$ cat config.mk
export PLATFORM = sky130hd
export DESIGN_NAME = keypad_code_lock_top
export DESIGN_NICKNAME = d
export VERILOG_FILES = /design/src/hdl/kcl_pkg.sv /design/src/hdl/kcl_in_reg.sv /design/src/hdl/kcl_core.sv /design/src/hdl/kcl_out_reg.sv /design/src/hdl/keypad_code_lock_top.sv
export SDC_FILE = /design/constraint.sdc
export NUM_CORES = 1
export LEC_CHECK = 0
export ABC_AREA = 1
export BUFFER_PORTS_ARGS = -buffer_cell sky130_fd_sc_hd__buf_2
export CORE_MARGIN = 2
export CORE_UTILIZATION = 30
export CTS_CLUSTER_DIAMETER = 100
export DETAILED_ROUTE_END_ITERATION = 16
export PLACE_DENSITY = 0.45
export SYNTH_ARGS = -nofsm -noshare
export SYNTH_HDL_FRONTEND = slang
export SYNTH_HIERARCHICAL = 1
export SYNTH_SLANG_ARGS = --single-unit
$ cat constraint.sdc
create_clock -name clk -period 2.6 [get_ports clk]
set_input_delay 0.52 -clock clk [delete_from_list [all_inputs] [get_ports clk]]
set_output_delay 0.52 -clock clk [all_outputs]
set_load 0.05 [all_outputs]
$ cat src/hdl/kcl_pkg.sv
// kcl_pkg: shared types, constants and the key label table of the keypad code lock.
// No dependencies; every other file takes its names from here by scoped reference.
`timescale 1ns / 1ps

package kcl_pkg;

  // Number of keys in one code
  localparam int CODE_LENGTH = 4;
  localparam int DIGIT_W     = (CODE_LENGTH > 1) ? $clog2(CODE_LENGTH) : 1;
  localparam logic [DIGIT_W-1:0] LAST_DIGIT = DIGIT_W'(CODE_LENGTH - 1);

  // Register reset values and the shortest lockout
  localparam logic [7:0] LOCKOUT_TICKS_RST = 8'd10;
  localparam logic [3:0] MAX_FAILURES_RST  = 4'd3;
  localparam logic [7:0] MIN_LOCKOUT       = 8'd1;

  // Register indexes on the config port
  typedef enum logic [0:0] {
    REG_LOCKOUT_TICKS = 1'b0,
    REG_MAX_FAILURES  = 1'b1
  } reg_idx_t;

  // Input kinds
  typedef enum logic [0:0] {
    OP_KEY  = 1'b0,
    OP_TICK = 1'b1
  } op_t;

  // Lock modes; the spare code behaves like entry mode
  typedef enum logic [1:0] {
    MODE_SET    = 2'd0,
    MODE_ENTRY  = 2'd1,
    MODE_LOCKED = 2'd2
  } mode_t;

  // Result status codes
  typedef enum logic [2:0] {
    ST_NONE     = 3'd0,
    ST_STORED   = 3'd1,
    ST_OK       = 3'd2,
    ST_FAIL     = 3'd3,
    ST_LOCKED   = 3'd4,
    ST_UNLOCKED = 3'd5
  } status_t;

  // One input item
  typedef struct packed {
    op_t        op;
    logic [3:0] key;
  } item_t;

  // One result item
  typedef struct packed {
    logic       echo_valid;
    logic [7:0] echo_char;
    status_t    status;
    logic [7:0] lock_remaining;
  } result_t;

  // Raw key code to ASCII label: 7 4 1 0 8 5 2 0 9 6 3 = / * - +
  localparam logic [7:0] KEY_LABEL [16] = '{
    8'h37, 8'h34, 8'h31, 8'h30, 8'h38, 8'h35, 8'h32, 8'h30,
    8'h39, 8'h36, 8'h33, 8'h3d, 8'h2f, 8'h2a, 8'h2d, 8'h2b
  };

endpackage

$ cat src/hdl/kcl_in_reg.sv
// kcl_in_reg: input register of the keypad code lock, one beat deep.
// Depends on kcl_pkg for the item type.
`timescale 1ns / 1ps

module kcl_in_reg (
  input  logic           clk,
  input  logic           rst_n,
  input  logic           in_tvalid,
  output logic           in_tready,
  input  kcl_pkg::item_t in_item,
  input  logic           advance,   // held beat is consumed this cycle
  output logic           item_valid,
  output kcl_pkg::item_t item
);

  logic           valid_r, valid_nxt;
  kcl_pkg::item_t item_r;

  // Take a new beat when empty or when the held one moves on
  assign in_tready = !valid_r || advance;

  always_comb begin
    valid_nxt = valid_r;
    if (in_tready) begin
      valid_nxt = in_tvalid;
    end
  end

  always_ff @(posedge clk) begin
    if (!rst_n) begin
      valid_r <= 1'b0;
    end else begin
      valid_r <= valid_nxt;
    end
  end

  // Payload, no reset needed
  always_ff @(posedge clk) begin
    if (in_tready && in_tvalid) begin
      item_r <= in_item;
    end
  end

  assign item_valid = valid_r;
  assign item       = item_r;

endmodule

$ cat src/hdl/kcl_core.sv
// kcl_core: lock state, config registers and the per-beat next-state/result logic.
// Depends on kcl_pkg for types, the label table and code length.
`timescale 1ns / 1ps

module kcl_core (
  input  logic            clk,
  input  logic            rst_n,
  input  logic            cfg_valid,
  input  logic [0:0]      cfg_index,
  input  logic [7:0]      cfg_data,
  input  logic            step,      // process item this cycle
  input  kcl_pkg::item_t  item,
  output kcl_pkg::result_t result
);

  localparam int N = kcl_pkg::CODE_LENGTH;
  localparam int W = kcl_pkg::DIGIT_W;

  // Config registers
  logic [7:0] lockout_ticks_r;
  logic [3:0] max_failures_r;

  // Lock state
  kcl_pkg::mode_t mode_r, mode_nxt;
  logic [W-1:0]   digit_cnt_r, digit_cnt_nxt;
  logic [3:0]     fail_cnt_r, fail_cnt_nxt;
  logic [7:0]     lock_timer_r, lock_timer_nxt;
  logic [7:0]     stored_code_r [N];
  logic [7:0]     entry_buf_r   [N];

  logic [7:0] label;
  logic       last_key;
  logic       code_match;
  logic [3:0] fail_inc;
  logic [7:0] timer_load;
  logic       wr_stored;
  logic       wr_entry;

  // Config writes
  always_ff @(posedge clk) begin
    if (!rst_n) begin
      lockout_ticks_r <= kcl_pkg::LOCKOUT_TICKS_RST;
      max_failures_r  <= kcl_pkg::MAX_FAILURES_RST;
    end else if (cfg_valid) begin
      case (cfg_index)
        kcl_pkg::REG_LOCKOUT_TICKS: lockout_ticks_r <= cfg_data;
        kcl_pkg::REG_MAX_FAILURES:  max_failures_r  <= cfg_data[3:0];
        default: ;
      endcase
    end
  end

  assign label    = kcl_pkg::KEY_LABEL[item.key];
  assign last_key = (digit_cnt_r == kcl_pkg::LAST_DIGIT);
  assign fail_inc = fail_cnt_r + 4'd1;
  assign timer_load = (lockout_ticks_r != 8'd0) ? lockout_ticks_r : kcl_pkg::MIN_LOCKOUT;

  // Earlier keys come from the buffer, the final one is the current label
  always_comb begin
    code_match = (label == stored_code_r[N-1]);
    for (int i = 0; i < N - 1; i++) begin
      if (entry_buf_r[i] != stored_code_r[i]) begin
        code_match = 1'b0;
      end
    end
  end

  // Next state and result
  always_comb begin
    mode_nxt       = mode_r;
    digit_cnt_nxt  = digit_cnt_r;
    fail_cnt_nxt   = fail_cnt_r;
    lock_timer_nxt = lock_timer_r;
    wr_stored      = 1'b0;
    wr_entry       = 1'b0;
    result         = '0;
    result.status  = kcl_pkg::ST_NONE;

    case (mode_r)
      kcl_pkg::MODE_LOCKED: begin
        result.status = kcl_pkg::ST_LOCKED;
        result.lock_remaining = lock_timer_r;
        if (item.op == kcl_pkg::OP_TICK) begin
          if (lock_timer_r > 8'd1) begin
            lock_timer_nxt        = lock_timer_r - 8'd1;
            result.lock_remaining = lock_timer_r - 8'd1;
          end else begin
            lock_timer_nxt        = 8'd0;
            mode_nxt              = kcl_pkg::MODE_ENTRY;
            result.status         = kcl_pkg::ST_UNLOCKED;
            result.lock_remaining = 8'd0;
          end
        end
      end
      kcl_pkg::MODE_SET: begin
        if (item.op == kcl_pkg::OP_KEY) begin
          wr_stored         = 1'b1;
          result.echo_valid = 1'b1;
          result.echo_char  = label;
          if (last_key) begin
            digit_cnt_nxt = '0;
            mode_nxt      = kcl_pkg::MODE_ENTRY;
            result.status = kcl_pkg::ST_STORED;
          end else begin
            digit_cnt_nxt = digit_cnt_r + W'(1);
          end
        end
      end
      default: begin
        // entry mode, and the spare mode code
        if (item.op == kcl_pkg::OP_KEY) begin
          wr_entry          = 1'b1;
          result.echo_valid = 1'b1;
          result.echo_char  = label;
          if (last_key) begin
            digit_cnt_nxt = '0;
            if (code_match) begin
              result.status = kcl_pkg::ST_OK;
            end else if (fail_inc >= max_failures_r) begin
              fail_cnt_nxt          = 4'd0;
              mode_nxt              = kcl_pkg::MODE_LOCKED;
              lock_timer_nxt        = timer_load;
              result.status         = kcl_pkg::ST_LOCKED;
              result.lock_remaining = timer_load;
            end else begin
              fail_cnt_nxt  = fail_inc;
              result.status = kcl_pkg::ST_FAIL;
            end
          end else begin
            digit_cnt_nxt = digit_cnt_r + W'(1);
          end
        end
      end
    endcase
  end

  // Control state
  always_ff @(posedge clk) begin
    if (!rst_n) begin
      mode_r       <= kcl_pkg::MODE_SET;
      digit_cnt_r  <= '0;
      fail_cnt_r   <= 4'd0;
      lock_timer_r <= 8'd0;
    end else if (step) begin
      mode_r       <= mode_nxt;
      digit_cnt_r  <= digit_cnt_nxt;
      fail_cnt_r   <= fail_cnt_nxt;
      lock_timer_r <= lock_timer_nxt;
    end
  end

  // Code and entry stores; always written before they are compared
  always_ff @(posedge clk) begin
    if (step && wr_stored) begin
      stored_code_r[digit_cnt_r] <= label;
    end
    if (step && wr_entry) begin
      entry_buf_r[digit_cnt_r] <= label;
    end
  end

endmodule

$ cat src/hdl/kcl_out_reg.sv
// kcl_out_reg: result register of the keypad code lock.
// Depends on kcl_pkg for the result type.
`timescale 1ns / 1ps

module kcl_out_reg (
  input  logic             clk,
  input  logic             rst_n,
  input  logic             res_valid,
  output logic             res_ready,   // register free to load this cycle
  input  kcl_pkg::result_t res,
  output logic             out_tvalid,
  input  logic             out_tready,
  output kcl_pkg::result_t out_res
);

  logic             valid_r, valid_nxt;
  kcl_pkg::result_t res_r;

  assign res_ready = !valid_r || out_tready;

  always_comb begin
    valid_nxt = valid_r;
    if (res_ready) begin
      valid_nxt = res_valid;
    end
  end

  always_ff @(posedge clk) begin
    if (!rst_n) begin
      valid_r <= 1'b0;
    end else begin
      valid_r <= valid_nxt;
    end
  end

  always_ff @(posedge clk) begin
    if (res_ready && res_valid) begin
      res_r <= res;
    end
  end

  assign out_tvalid = valid_r;
  assign out_res    = res_r;

endmodule

$ cat src/hdl/keypad_code_lock_top.sv
// keypad_code_lock_top: keypad code lock, input register, lock core, result register.
// Depends on kcl_pkg, kcl_in_reg, kcl_core and kcl_out_reg.
//
//   channel  direction  handshake          payload
//   in_      slave      tvalid / tready    tuser op, tdata key
//   out_     master     tvalid / tready    tuser echo_valid, tdata char/status/remaining
//   cfg_     slave      valid / ready      index, data (ready tied high)
//
// One beat per cycle sustained while out_ is not stalled; each beat passes through the input and result registers.
// The lock state is updated in the cycle a beat moves from the input register into
// the result register, so throughput is set by that single registered step.
// A stall on out_ holds the result register and backs up through the input register.
// rst_n is synchronous: set-code mode, counters zero, registers to 10 and 3.
`timescale 1ns / 1ps

module keypad_code_lock_top (
  input  logic        clk,
  input  logic        rst_n,
  input  logic        in_tvalid,
  output logic        in_tready,
  input  logic [7:0]  in_tdata,   // [3:0] key, [7:4] zero
  input  logic        in_tuser,   // [0] op
  output logic        out_tvalid,
  input  logic        out_tready,
  output logic [23:0] out_tdata,  // [7:0] echo_char, [10:8] status, [18:11] lock_remaining,
                                  // [23:19] zero
  output logic        out_tuser,  // [0] echo_valid
  input  logic        cfg_valid,
  output logic        cfg_ready,
  input  logic [0:0]  cfg_index,
  input  logic [7:0]  cfg_data
);

  kcl_pkg::item_t   in_item, item;
  kcl_pkg::result_t res, out_res;
  logic             item_valid;
  logic             res_ready;
  logic             step;

  assign in_item.op  = kcl_pkg::op_t'(in_tuser);
  assign in_item.key = in_tdata[3:0];
  assign cfg_ready   = 1'b1;
  assign step        = item_valid && res_ready;

  kcl_in_reg u_in_reg (
    .clk        (clk),
    .rst_n      (rst_n),
    .in_tvalid  (in_tvalid),
    .in_tready  (in_tready),
    .in_item    (in_item),
    .advance    (step),
    .item_valid (item_valid),
    .item       (item)
  );

  kcl_core u_core (
    .clk       (clk),
    .rst_n     (rst_n),
    .cfg_valid (cfg_valid),
    .cfg_index (cfg_index),
    .cfg_data  (cfg_data),
    .step      (step),
    .item      (item),
    .result    (res)
  );

  kcl_out_reg u_out_reg (
    .clk        (clk),
    .rst_n      (rst_n),
    .res_valid  (item_valid),
    .res_ready  (res_ready),
    .res        (res),
    .out_tvalid (out_tvalid),
    .out_tready (out_tready),
    .out_res    (out_res)
  );

  // Result beat packing
  assign out_tuser = out_res.echo_valid;
  assign out_tdata = {5'd0, out_res.lock_remaining, out_res.status, out_res.echo_char};

endmodule

**Word level (Yosys, flattened, before mapping)**

Memories as Yosys holds them, arrays and structs flattened.
Index checks and enable logic that the tools add are counted.

- Bits in registers: 55
- Memories kept: 3
- Memory bits (read-only): 128
- Memory bits (writable): 64
- Word-level logic and storage cells: 107
- Input port bits: 23
- Output and inout port bits: 28

Memory list:

| name | depth | bits a word | rd ports | clocked after memory_dff | write ports | RTL line | RTL |
|---|---|---|---|---|---|---|---|
| (name not given) | 16 | 8 | 1 | 0 | 0 | kcl_core.sv:53 | `assign label = kcl_pkg::KEY_LABEL[item.key];` |
| u_core.entry_buf_r | 4 | 8 | 3 | 0 | 1 | kcl_core.sv:29 | `logic [7:0] entry_buf_r [N];` |
| u_core.stored_code_r | 4 | 8 | 4 | 0 | 1 | kcl_core.sv:28 | `logic [7:0] stored_code_r [N];` |

- Multiplexer cells: 44
- Magnitude comparators: 3
- Bitwise gates (word level): 7
- $add $sub $neg: 3
- Equal/unequal tests: 13
- Reductions and logical operators: 20

Operator list:

| kind | number |
|---|---|
| $mux W8 | 11 |
| $pmux W8 S2 | 2 |
| $ne A8 B8 Y1 | 3 |
| $mux W20 | 1 |
| $mux W2 | 9 |
| $pmux W9 S2 | 1 |
| $mux W1 | 12 |
| $mux W12 | 1 |
| $mux W11 | 1 |
| $mux W9 | 1 |
| $reduce_and A9 Y1 | 1 |
| $eq A8 B8 Y1 | 1 |
| $gt A8 B1 Y1 const B | 1 |
| $ne A2 B2 Y1 const B | 4 |
| $reduce_bool A8 Y1 | 1 |
| $sub A8 B1 Y8 const B | 1 |
| $reduce_and A7 Y1 | 1 |
| $mux W3 | 2 |
| $not A1 Y1 | 6 |
| $pmux W3 S2 | 1 |
| $ge A5 B5 Y1 const B | 1 |
| $not A4 Y5 | 1 |
| $reduce_and A5 Y1 | 1 |
| $add A4 B1 Y4 const B | 1 |
| other kinds (16) | 25 |

**Logic depth before layout (Yosys ltp)**

- Depth in word-level cells: 12
- Mapped depth: 20
- Gate-level depth less buffers: 19

**Modules after synthesis**

The synthesis kept the hierarchy.

Modules (own cells, without submodules):

| module | area each (um^2) | cells an instance | sequential area each (um^2) | instances |
|---|---|---|---|---|
| kcl_core | 3598.5 | 462 | 1611.5 | 1 |
| kcl_out_reg | 651.9 | 27 | 620.6 | 1 |
| kcl_in_reg | 201.4 | 12 | 170.2 | 1 |
| keypad_code_lock_top | 60.1 | 10 | 0.0 | 1 |

**Worst setup path before layout**

Ideal clock, no wire load.

- Path kind: flip-flop to flip-flop
- Start: register u_in_reg.item_r, in the netlist u_in_reg/item[0]
- End: register u_core.lock_timer_r[0]
- Setup slack: 539 ps
- Cell stages (with the launch flop): 17
- Buffers on the path: 1
- Setup time: 116 ps
- Data required time: 2484 ps
- Clock period less this slack: 2061 ps
- Arrival time: 1946 ps
- Cells stage by stage: edfxtp_1 > inv_1 > ha_1 > nand2_4 > nand2_1 > nand2_1 > nand2_1 > nand4_1 > nor2_1 > nand2_2 > nand2_2 > nand2_2 > nand2_4 > inv_2 > buf_6 > nor2_1 > nor2_1

- Word-level cells in the longest chain between the ends: 10

RTL lines:

| item | RTL line | RTL |
|---|---|---|
| start: declaration | kcl_in_reg.sv:17 | `kcl_pkg::item_t item_r;` |
| start signal: assignment | kcl_in_reg.sv:40 | `item_r <= in_item;` |
| $not A4 Y5 (implied by the code) | kcl_core.sv:53 |  |
| $mem_v2 Z16 W8 | - |  |
| $mux W8 (implied by the code) (2 in series) | kcl_core.sv:53 |  |
| net u_core.label[3] | kcl_core.sv:31 | `logic [7:0] label;` |
| $eq A8 B8 Y1 | kcl_core.sv:60 | `code_match = (label == stored_code_r[N-1]);` |
| $mux W1 (3 in series) | kcl_core.sv:62 | `if (entry_buf_r[i] != stored_code_r[i]) begin` |
| $ne A2 B2 Y1 (no line) | - |  |
| $reduce_and A7 Y1 (no line) | - |  |
| end signal: assignment | kcl_core.sv:148 | `lock_timer_r <= lock_timer_nxt;` |
| end: declaration | kcl_core.sv:27 | `logic [7:0] lock_timer_r, lock_timer_nxt;` |

The timed path passes the listed nets, and every way through them passes these cells. The select of a mux whose other input is x is not followed.
A chain may end at the register's enable or synchronous reset.

==> flow_summary.json <==
{
  "outcome": "finished, final reports clean",
  "grt_pass1_vias": 3195,
  "die_area_um2": 16000,
  "ys_seq_elements": 90,
  "slew_headroom": 0.635,
  "clk_latency_ps": 340,
  "port_buffers": 40,
  "synth_edf_count": 60,
  "cts_max_path_buffers": 2,
  "ys.flop_type": "edfxtp_1",
  "fp.coreArea_um2": 14600,
  "yosys_warnings": 6,
  "hold_viol_final": 0,
  "grt_max_degree": 27,
  "detail-route-antenna-nets": 0,
  "synth_area_leaders": "edfxtp_1, dfxtp_1, nand2_1",
  "setup_viol": 0,
  "worstPathRequired_ps": 2670,
  "gp_congestion": 0.776,
  "finalCritPeriodShare": 0.856,
  "reg2regPathDepth": 13,
  "tightestPinTransition_ps": 546,
  "post-cts-setup-buffers": 0,
  "drt_first_iter_violations": 149,
  "power_leakage_nw": 2.29,
  "grt_pass1_wl_um": 15700,
  "via_per_inst": 4.45,
  "wirelength_um": 9440,
  "antenna_found_initial": 0,
  "syn_inst": 511,
  "dieHeight_um": 127,
  "h-tree-depth": 3,
  "r2r-end": "u_out_reg/out_res[0]",
  "route.detailed.drc": 0,
  "fin_worst_skew_ps": 7.13,
  "criticalPathCategory": "flip-flop to flip-flop",
  "powerDensity_nw_per_um2": 632,
  "startpoint_type": "flip-flop",
  "worst-path-max-fanout": 9,
  "die_width_um": 127,
  "slew_violations": 0,
  "grt.overflow.total": 0,
  "wire_per_inst_um": 12.6,
  "clock_sinks": 90,
  "grt_usage": 0.126,
  "crit_end": "u_out_reg/out_res[0]",
  "drive_gt1_frac": 0.165,
  "critPathArrivalTime_ps": 2300,
  "yosys.area.top_type": "edfxtp_1",
  "seq_area_frac_synth": 0.532,
  "r2r_slack_ps": 370,
  "io_pins": 51,
  "cap_violations": 0,
  "clkTransAtPathRegs_ps": 60,
  "cts_inserted_buffers": 9,
  "cts_resized": 0,
  "dr.pass1.iters": 4,
  "whs_ps": 357,
  "synth.avg_cell_area_um2": 8.83,
  "hold_class": "input port to flip-flop",
  "final_core_util": 0.357,
  "rsz0062_at_grt": "false",
  "synth.distinct_cells": 37,
  "vias": 3319,
  "area_growth_pct": 15.5,
  "yosysTopAreaCellShare": 0.399,
  "startpoint": "u_in_reg/item[1]",
  "rr_startpoint": "u_in_reg/item[1]",
  "hold_buffers": 0,
  "async_flop_share": 0,
  "max_freq_mhz": 449,
  "irDropWorstVdd_mv": 0.277,
  "period_needed_ps": 2230,
  "nets": 596,
  "cts_root_buf": "clkbuf_16",
  "antenna_cells": 0,
  "initial_core_util": 0.309,
  "hpwl_um": 6900,
  "end_kind": "flip-flop",
  "total_power_mw": 3.29,
  "setup-tns-final_ps": 0,
  "num_rows": 44,
  "cts_tree": "built",
  "syn_area_um2": 4510
}
critical path, cell delays in order (launching register included):
cell      delay, ps
edfxtp_1        410
inv_1           110
ha_1            330
nand2_4          70
nand2_1          50
nand2_1          80
nand2_1          60
nand4_1          90
nor2_1          180
nand2_2         100
nand2_2         100
inv_1            70
nand3_2         170
o21ai_0         130
registers in the layout (all words and copies together), names as in the netlist:
signal and count:
u_core/stored_code_r 20, u_core/digit_cnt_r 2, u_core/fail_cnt_r 4, u_core/lock_timer_r 8, u_core/entry_buf_r 15, u_core/mode_r 2
u_out_reg/out_res 20, u_in_reg/item 5, u_out_reg/out_tvalid 1, u_in_reg/item_valid 1, u_core/max_failures_r 4, u_core/lockout_ticks_r 8
report_power, final:
part	switching (mW)	internal, mW	leakage, nW
Clock	0.523	0.838	0.148
Combinational	0.242	0.0821	1.34
Sequential	0.0233	1.58	0.800
Total	0.789	2.50	2.29
synth_stat cells (5+ instances only):
cell / number
nor2_1: 69
o22ai_1: 7
xnor2_1: 6
nand3_1: 17
inv_1: 80
o21ai_0: 28
nor3_1: 5
dfxtp_1: 30
clkbuf_1: 6
ha_1: 16
a21oi_1: 27
nand2_1: 94
buf_4: 11
nand2_2: 14
edfxtp_1: 60
cell usage in the layout (no fill, tap or decap), types with 8 or more instances in the layout:
cell,instances
inv_1,80
nand3_1,17
buf_2,40
conb_1,8
nand2_1,94
nor2_1,69
edfxtp_1,60
dfxtp_1,30
ha_1,16
o21ai_0,28
a21oi_1,26
buf_4,9
clkbuf_16,9
nand2_2,14
per-layer routing:
| metal | track usage | share of wire | vias up |
|---|---|---|---|
| met5 | 0 | 0 | - |
| li1 | - | - | 1729 |
| met3 | 0.0278 | 0.037 | 17 |
| met2 | 0.203 | 0.47 | 51 |
| met1 | 0.160 | 0.47 | 1522 |
| met4 | 0.0608 | 0.026 | 0 |
worst min path at each step:
stage / start / end / cells past startpoint
after global routing: in_tdata[2] / u_in_reg/item[2] / 1
final: in_tdata[3] / u_in_reg/item[3] / 1
after CTS: in_tdata[3] / u_in_reg/item[3] / 1
after global placement: u_core/max_failures_r[2] / u_core/max_failures_r[2] / 2
after floorplan: u_core/max_failures_r[3] / u_core/max_failures_r[3] / 2
after detailed placement: u_core/max_failures_r[3] / u_core/max_failures_r[3] / 2
cell families after synthesis:
logic type / after synthesis / share of synthesized area
xor gates and xnor gates: 8 / 0.0155
DFF: 90 / 0.532
adders and majority gates: 16 / 0.0444
other: 3 / 0.00250
buffers and inverters: 105 / 0.101
AOI/OAI and AO/OA: 77 / 0.0971
and+or+nand+nor: 212 / 0.207
area by class of cell:
| type | instances | area (µm²) |
|---|---|---|
| clock buffer | 12 | 236 |
| clock inverter | 4 | 68.8 |
| fill | 1530 | 9380 |
| inverter | 86 | 330 |
| multi-input combinational | 321 | 1670 |
| sequential | 90 | 2400 |
| tap | 184 | 230 |
| timing repair buffer | 49 | 268 |
metrics by stage:
stage	setup WS [ps]	instance area [µm²]	std cells
CTS	344	5210	746
finish	373	5210	746
global placement	359	4900	730
detailed placement	352	4900	730
floorplan	539	4530	516
global route	168	5210	746
(Power assumes the default switching activity.)
